**src/hw/rtl/drt_pkg.sv**
```systemverilog
// shared types, constants and helper functions for the trajectory rollout core
// no dependencies
`default_nettype none

package drt_pkg;

  // configuration register indexes
  localparam logic [2:0] CFG_MIN_SPEED      = 3'd0;
  localparam logic [2:0] CFG_MAX_SPEED      = 3'd1;
  localparam logic [2:0] CFG_MAX_TURN_RATE  = 3'd2;
  localparam logic [2:0] CFG_MAX_ACCEL      = 3'd3;
  localparam logic [2:0] CFG_MAX_TURN_ACCEL = 3'd4;
  localparam logic [2:0] CFG_SPEED_SAMPLES  = 3'd5;
  localparam logic [2:0] CFG_TURN_SAMPLES   = 3'd6;
  localparam logic [2:0] CFG_STEP_COUNT     = 3'd7;

  localparam int unsigned ITER_W   = 5;   // cordic iteration index, up to 24 iterations
  localparam int unsigned ATAN_LEN = 24;

  localparam logic signed [18:0] PI_Q16      = 19'sd205887;
  localparam logic signed [19:0] TWO_PI_Q16  = 20'sd411775;
  localparam logic signed [35:0] HALF_PI_Q30 = 36'sd1686629713;
  localparam logic signed [35:0] PI_Q30      = 36'sd3373259426;
  localparam logic signed [33:0] GAIN_Q30    = 34'sd652032874;

  typedef enum logic [3:0] {
    ST_IDLE,
    ST_WMUL,
    ST_WLIM,
    ST_CHECK,
    ST_DIVV,
    ST_DIVW,
    ST_EMIT,
    ST_CORD,
    ST_MUL,
    ST_UPD
  } drt_state_e;

  typedef enum logic {
    AXIS_SPEED,
    AXIS_TURN
  } drt_axis_e;

  // controller to datapath
  typedef struct packed {
    logic              load;
    logic              win_mul;
    logic              win_lim;
    logic              div_start;
    drt_axis_e         div_axis;
    logic              take_v;
    logic              take_w;
    logic              emit;
    logic              cord_init;
    logic              cord_iter;
    logic [ITER_W-1:0] iter;
    logic              mul;
    logic              upd;
  } drt_cmd_t;

  // datapath to controller
  typedef struct packed {
    logic ok;
    logic div_done;
    logic last;
  } drt_sts_t;

  function automatic logic signed [35:0] atan_q30(input logic [ITER_W-1:0] i);
    logic signed [35:0] r;
    unique case (i)
      5'd0:    r = 36'sd843314856;
      5'd1:    r = 36'sd497837829;
      5'd2:    r = 36'sd263043836;
      5'd3:    r = 36'sd133525158;
      5'd4:    r = 36'sd67021686;
      5'd5:    r = 36'sd33543515;
      5'd6:    r = 36'sd16775850;
      5'd7:    r = 36'sd8388437;
      5'd8:    r = 36'sd4194282;
      5'd9:    r = 36'sd2097149;
      5'd10:   r = 36'sd1048575;
      5'd11:   r = 36'sd524287;
      5'd12:   r = 36'sd262143;
      5'd13:   r = 36'sd131071;
      5'd14:   r = 36'sd65535;
      5'd15:   r = 36'sd32767;
      5'd16:   r = 36'sd16383;
      5'd17:   r = 36'sd8191;
      5'd18:   r = 36'sd4095;
      5'd19:   r = 36'sd2047;
      5'd20:   r = 36'sd1023;
      5'd21:   r = 36'sd511;
      5'd22:   r = 36'sd255;
      5'd23:   r = 36'sd127;
      default: r = 36'sd0;
    endcase
    return r;
  endfunction

  // full reduction of an angle into (-pi, pi], conditional subtract per power of two
  function automatic logic signed [18:0] wrap_full(input logic signed [23:0] a);
    logic [25:0] t;
    logic [25:0] m;
    t = 26'($signed({{2{a[23]}}, a}) + 26'sd13176800);  // plus 32 turns
    for (int k = 5; k >= 0; k--) begin
      m = 26'(26'd411775 << k);
      if (t >= m) begin
        t = t - m;
      end
    end
    if (t > 26'd205887) begin
      t = t - 26'd411775;
    end
    return t[18:0];
  endfunction

  // sum of two wrapped angles back into (-pi, pi]
  function automatic logic signed [18:0] wrap_pair(input logic signed [18:0] a,
                                                   input logic signed [18:0] b);
    logic signed [19:0] s;
    s = 20'(a) + 20'(b);
    if (s > 20'(PI_Q16)) begin
      s = s - TWO_PI_Q16;
    end else if (s < -20'(PI_Q16)) begin
      s = s + TWO_PI_Q16;
    end
    return s[18:0];
  endfunction

endpackage

`default_nettype wire

```
**src/hw/rtl/drt_ctrl.sv**
```systemverilog
// sequencing state machine for the trajectory rollout core
// depends on drt_pkg for the state enum and command/status structs
`default_nettype none

module drt_ctrl
  import drt_pkg::*;
#(
  parameter int unsigned CORDIC_ITERS = 16
) (
  input  wire logic     clk_i,
  input  wire logic     rst_ni,
  input  wire logic     in_valid_i,
  output logic          in_ready_o,
  output logic          out_valid_o,
  input  wire logic     out_ready_i,
  input  wire drt_sts_t sts_i,
  output drt_cmd_t      cmd_o
);

  drt_state_e        state_q, state_d;
  logic [ITER_W-1:0] iter_q, iter_d;
  logic              oval_q, oval_d;
  logic              out_free;

  assign out_free = !oval_q || out_ready_i;

  always_comb begin
    state_d    = state_q;
    iter_d     = iter_q;
    oval_d     = oval_q && !out_ready_i;
    cmd_o      = '0;
    cmd_o.iter = iter_q;
    in_ready_o = 1'b0;
    unique case (state_q)
      ST_IDLE: begin
        in_ready_o = 1'b1;
        if (in_valid_i) begin
          cmd_o.load = 1'b1;
          state_d    = ST_WMUL;
        end
      end
      ST_WMUL: begin
        cmd_o.win_mul = 1'b1;
        state_d       = ST_WLIM;
      end
      ST_WLIM: begin
        cmd_o.win_lim = 1'b1;
        state_d       = ST_CHECK;
      end
      ST_CHECK: begin
        if (sts_i.ok) begin
          cmd_o.div_start = 1'b1;
          cmd_o.div_axis  = AXIS_SPEED;
          state_d         = ST_DIVV;
        end else begin
          state_d = ST_IDLE;
        end
      end
      ST_DIVV: begin
        if (sts_i.div_done) begin
          cmd_o.take_v    = 1'b1;
          cmd_o.div_start = 1'b1;
          cmd_o.div_axis  = AXIS_TURN;
          state_d         = ST_DIVW;
        end
      end
      ST_DIVW: begin
        cmd_o.div_axis = AXIS_TURN;
        if (sts_i.div_done) begin
          cmd_o.take_w = 1'b1;
          state_d      = ST_EMIT;
        end
      end
      ST_EMIT: begin
        if (out_free) begin
          cmd_o.emit = 1'b1;
          oval_d     = 1'b1;
          if (sts_i.last) begin
            state_d = ST_IDLE;
          end else begin
            cmd_o.cord_init = 1'b1;
            iter_d          = '0;
            state_d         = ST_CORD;
          end
        end
      end
      ST_CORD: begin
        cmd_o.cord_iter = 1'b1;
        iter_d          = iter_q + ITER_W'(1);
        if (iter_q == ITER_W'(CORDIC_ITERS - 1)) begin
          state_d = ST_MUL;
        end
      end
      ST_MUL: begin
        cmd_o.mul = 1'b1;
        state_d   = ST_UPD;
      end
      ST_UPD: begin
        cmd_o.upd = 1'b1;
        state_d   = ST_EMIT;
      end
      default: state_d = ST_IDLE;
    endcase
  end

  always_ff @(posedge clk_i or negedge rst_ni) begin
    if (!rst_ni) begin
      state_q <= ST_IDLE;
      iter_q  <= '0;
      oval_q  <= 1'b0;
    end else begin
      state_q <= state_d;
      iter_q  <= iter_d;
      oval_q  <= oval_d;
    end
  end

  assign out_valid_o = oval_q;

endmodule

`default_nettype wire

```
**config.mk**
```make
export PLATFORM = sky130hd
export DESIGN_NAME = drt_ctrl
export DESIGN_NICKNAME = d
export VERILOG_FILES = /design/src/hw/rtl/drt_pkg.sv /design/src/hw/rtl/drt_ctrl.sv
export SDC_FILE = /design/constraint.sdc
export NUM_CORES = 1
export LEC_CHECK = 0
export BUFFER_PORTS_ARGS = -buffer_cell sky130_fd_sc_hd__buf_4
export CAP_MARGIN = 20
export CORE_MARGIN = 1.5
export CORE_UTILIZATION = 52
export CTS_CLUSTER_SIZE = 12
export DETAILED_ROUTE_END_ITERATION = 16
export GPL_TIMING_DRIVEN = 0
export PLACE_DENSITY = 0.82
export RECOVER_POWER = 100
export SLEW_MARGIN = 5
export SYNTH_ARGS = -nofsm -noshare
export SYNTH_HDL_FRONTEND = slang
export SYNTH_SLANG_ARGS = --single-unit
```
**constraint.sdc**
```tcl
create_clock -name clk_i -period 5.2 [get_ports clk_i]
set_input_delay 0.78 -clock clk_i [delete_from_list [all_inputs] [get_ports clk_i]]
set_output_delay 0.78 -clock clk_i [all_outputs]
set_load 0.05 [all_outputs]
```
## Yosys cells after proc, flatten, opt, wreduce, memory -nomap -nowiden

Index checks and enable logic that the tools add are counted.
Widths: inputs -> output; s select.

- Register bits: 10
- Input port bits: 7

- $add $sub $neg: 1
- Eq/ne operators: 16
- Mux-type cells: 31
- Reductions and logical operators: 8

Operators by type and width:

| operator | number |
|---|---|
| $pmux 4 s10 | 1 |
| $mux 4 | 5 |
| $eq 4x3->1 const B | 4 |
| $mux 1 | 14 |
| $ne 2x2->1 const B | 6 |
| $mux 5 | 2 |
| $pmux 5 s2 | 1 |
| $mux 3 | 3 |
| $eq 4x2->1 const B | 2 |
| $eq 4x4->1 const B | 2 |
| $mux 2 | 3 |
| $add 5x1->5 const B | 1 |
| $eq 5x4->1 const B | 1 |
| $reduce_and 5->1 | 1 |
| $eq 4x1->1 const B | 1 |
| $logic_not 4->1 | 1 |
| $pmux 1 s3 | 1 |
| $reduce_and 3->1 | 1 |
| $logic_not 1->1 | 2 |
| $pmux 1 s2 | 1 |
| $reduce_bool 2->1 | 1 |
| $logic_and 1x1->1 | 1 |
| $logic_or 1x1->1 | 1 |

## Longest topological paths before layout

- Word-level depth: 4
- Gate-level depth with buffers: 7
- Mapped depth without buffers: 7

## Worst setup path after synthesis

Ideal clock, no wire load.

- Kind: register to output
- Start point: reg state_q[1]
- End point: out cmd_o[14] in the netlist's numbering
- Arrival time: 1914 ps
- Data required time: 4420 ps
- Setup slack: 2506 ps
- Stages on the path, launching flop included: 4
- Buffers on the path: 1
- Path through: dfrtp_1 buf_6 nor2b_1 nor3b_1

RTL lines:

| item | line | text |
|---|---|---|
| from (decl) | drt_ctrl.sv:20 | `drt_state_e state_q, state_d;` |
| from (signal assigned) | drt_ctrl.sv:112 | `state_q <= state_d;` |
| to (decl) | drt_ctrl.sv:17 | `output drt_cmd_t cmd_o` |

==> impl_metrics.json <==
{
  "reg2reg_slack_ps": 3220,
  "crit_arrival_ps": 2000,
  "antennaDiodeCount": 0,
  "grt.total_usage_pct": 22.8,
  "crit_slowest_cell": "clkbuf_1",
  "final_common_cell": "clkbuf_1",
  "pin_count": 26,
  "clkSinkCount": 10,
  "synthToLayoutAreaGrowth_pct": 11.9,
  "die_y_um": 42.0,
  "htreeDepth": 1,
  "r2r_start": "iter_q[0]",
  "ctsResizeCount": 0,
  "dpl_cell_area_sq_um": 997,
  "max_freq_mhz": 360,
  "yosysSeqAreaShare_pct": 31.6,
  "path_clk_slew_ps": 60,
  "setup_viol": 0,
  "syn_nets": 94,
  "firstDrtPassIters": 4,
  "cts_hold_buf": 0,
  "cts_made_buffers": 3,
  "rsz0062_at_grt": "false",
  "core_sq_um": 1370,
  "synthCells": 85,
  "cp_top_family": "buffers and inverters",
  "reg2reg_to": "state_q[0]",
  "viasPerCell": 5.79,
  "finalHoldViolations": 0,
  "period_share_pct": 53.4,
  "critPathCaptureType": "output port",
  "grt_antenna_before_repair": 0,
  "max_stage_delay_ps": 490,
  "vias": 741,
  "crit_path_frequent_cell": "clkbuf_1",
  "hold_class": "in2async",
  "final_area_sq_um": 885,
  "num_rows": 13,
  "routed_wl_mm": 1.82,
  "drv_cap": 0,
  "critPathKind": "reg2out",
  "die_area_sq_um": 1760,
  "startpoint_type": "register",
  "finalSetupTns_ps": 0,
  "drv_slew": 0,
  "initialDrtViolationCount": 11,
  "cp_num_buf_inv": 3,
  "clkLatencyLatePin_ps": 270,
  "cts_tree": "done",
  "grt_max_degree": 11,
  "finalHoldWorstSlack_ps": 474,
  "die_w_um": 42.0,
  "routabilityCongestion": 0.852,
  "postRouteAntennaNets": 0,
  "globalRoute.totalOverflow": 0,
  "yosys_warnings": 0,
  "r2r_cells": 7,
  "io_buffers": 25,
  "nNetsFinal": 124,
  "critical_path.max_fanout": 10,
  "fin_crit_ps": 2780,
  "syn-cell-area_sq_um": 791,
  "path_cells": "clkbuf_1 -> clkbuf_1 -> nor2_1 -> nor3_1 -> clkbuf_1",
  "grt_pass1_wl_mm": 3.02,
  "ys_ff_latch": 10,
  "clock-skew-final_ps": 1.76,
  "drc": 0,
  "worstMarginPinSlew_ps": 606,
  "dp_hpwl_mm": 1.45,
  "status": "complete, no violations",
  "syn_area_per_cell_sq_um": 9.30,
  "final_cell_mix": "21 x clkbuf_1, 10 x dfrtp_1, 9 x nor2_1, 8 x nor3_1, 7 x buf_4",
  "cts_root_buf": "clkbuf_4",
  "start_util_pct": 57.9,
  "ys_types": 42,
  "wire_per_inst_um": 14.2,
  "final_layout_size_suffix_gt1_share_pct": 15.9,
  "post-cts-setup-buffers": 0,
  "required_ps": 4420,
  "grt_pass1_vias": 661,
  "clock_path_buffers": 2,
  "max-slew-margin-rel_pct": 59.8
}
==> through the flow <==
stage	worst slack (ps)	utilization (%)	cells
finish	2420	64.7	128
global route	2250	64.7	128
CTS	2790	74.6	128
detailed placement	2980	73.0	125
global placement	3010	73.0	125
floorplan	2510	-	85
==> worst reg2reg max path, delay by kind of cell, from the launching register on <==
kind,cells,cell delay (ps)
DFF,1,410
and+or+nand+nor,3,460
AOI/OAI and AO/OA,1,270
muxes,1,310
adders and majority gates,2,420
==> cell usage after synthesis, drive strengths merged <==
master | n | area share, %
o21a | 1 | 0.95
a211o | 1 | 1.1
or3 | 1 | 0.79
mux2 | 3 | 5.2
nor4 | 1 | 2.7
a22o | 2 | 2.2
and2 | 1 | 0.79
nand2 | 6 | 2.8
nand4bb | 1 | 1.4
or3b | 1 | 1.1
and2b | 2 | 1.9
nor2b | 3 | 2.4
and3 | 1 | 0.79
or2 | 1 | 0.79
buf | 4 | 5.2
o32ai | 1 | 1.1
dfrtp | 10 | 32
a21boi | 1 | 0.95
a21o | 1 | 0.95
ha | 2 | 3.2
nor3 | 8 | 7.1
nor2 | 10 | 5.1
nor3b | 1 | 0.95
o21ai | 1 | 0.63
nand4b | 1 | 1.1
a21oi | 4 | 3.0
nand3b | 2 | 3.5
nand3 | 3 | 2.5
clkbuf | 1 | 0.47
nand2b | 5 | 4.0
inv | 2 | 0.95
o22ai | 2 | 1.6
a221oi | 1 | 1.1
==> sequential cells by signal, summed over array words and instances (netlist names) <==
name and cells:
iter_q 5, out_valid_o 1, state_q 4
==> how the worst max path moves through the flow <==
stage	from	end	depth (start not counted)
after floorplan	state_q[1]	cmd_o[14]	3
after global placement	out_ready_i	cmd_o[8]	4
after detailed placement	out_ready_i	cmd_o[8]	4
after CTS	state_q[0]	cmd_o[1]	4
after global routing	state_q[0]	cmd_o[12]	5
final	state_q[0]	cmd_o[12]	5
==> layer usage <==
metal | share of wire (%) | wire length (um) | track usage, %
met3 | 5.9 | 108 | 7.76
met4 | 1.3 | 24 | 8.39
met2 | 47 | 857 | 34.4
met5 | 0 | 0 | 0
met1 | 46 | 829 | 30.3
==> cells by family (layout without fill, tap and decap cells) <==
logic type	count (synthesis)	in the layout	synth area share [%]
multiplexers	3	3	5.22
buffers and inverters	7	35	6.64
flip-flops	10	10	31.6
AND/OR/NAND/NOR	48	48	39.7
adder cells (fa/ha/maj)	2	2	3.16
AO/OA/AOI/OAI	15	15	13.6
==> cell type report <==
class	instances	area (sq um)
Fill cell	140	482
Multi-Input combinational cell	68	432
Sequential cell	10	250
Timing Repair Buffer	25	120
Buffer	5	33.8
Clock buffer	3	22.5
Tap cell	15	18.8
Inverter	2	7.51
Power is not shown: default switching activity piles up to over one toggle a cycle in this logic, so the estimate is an artifact.
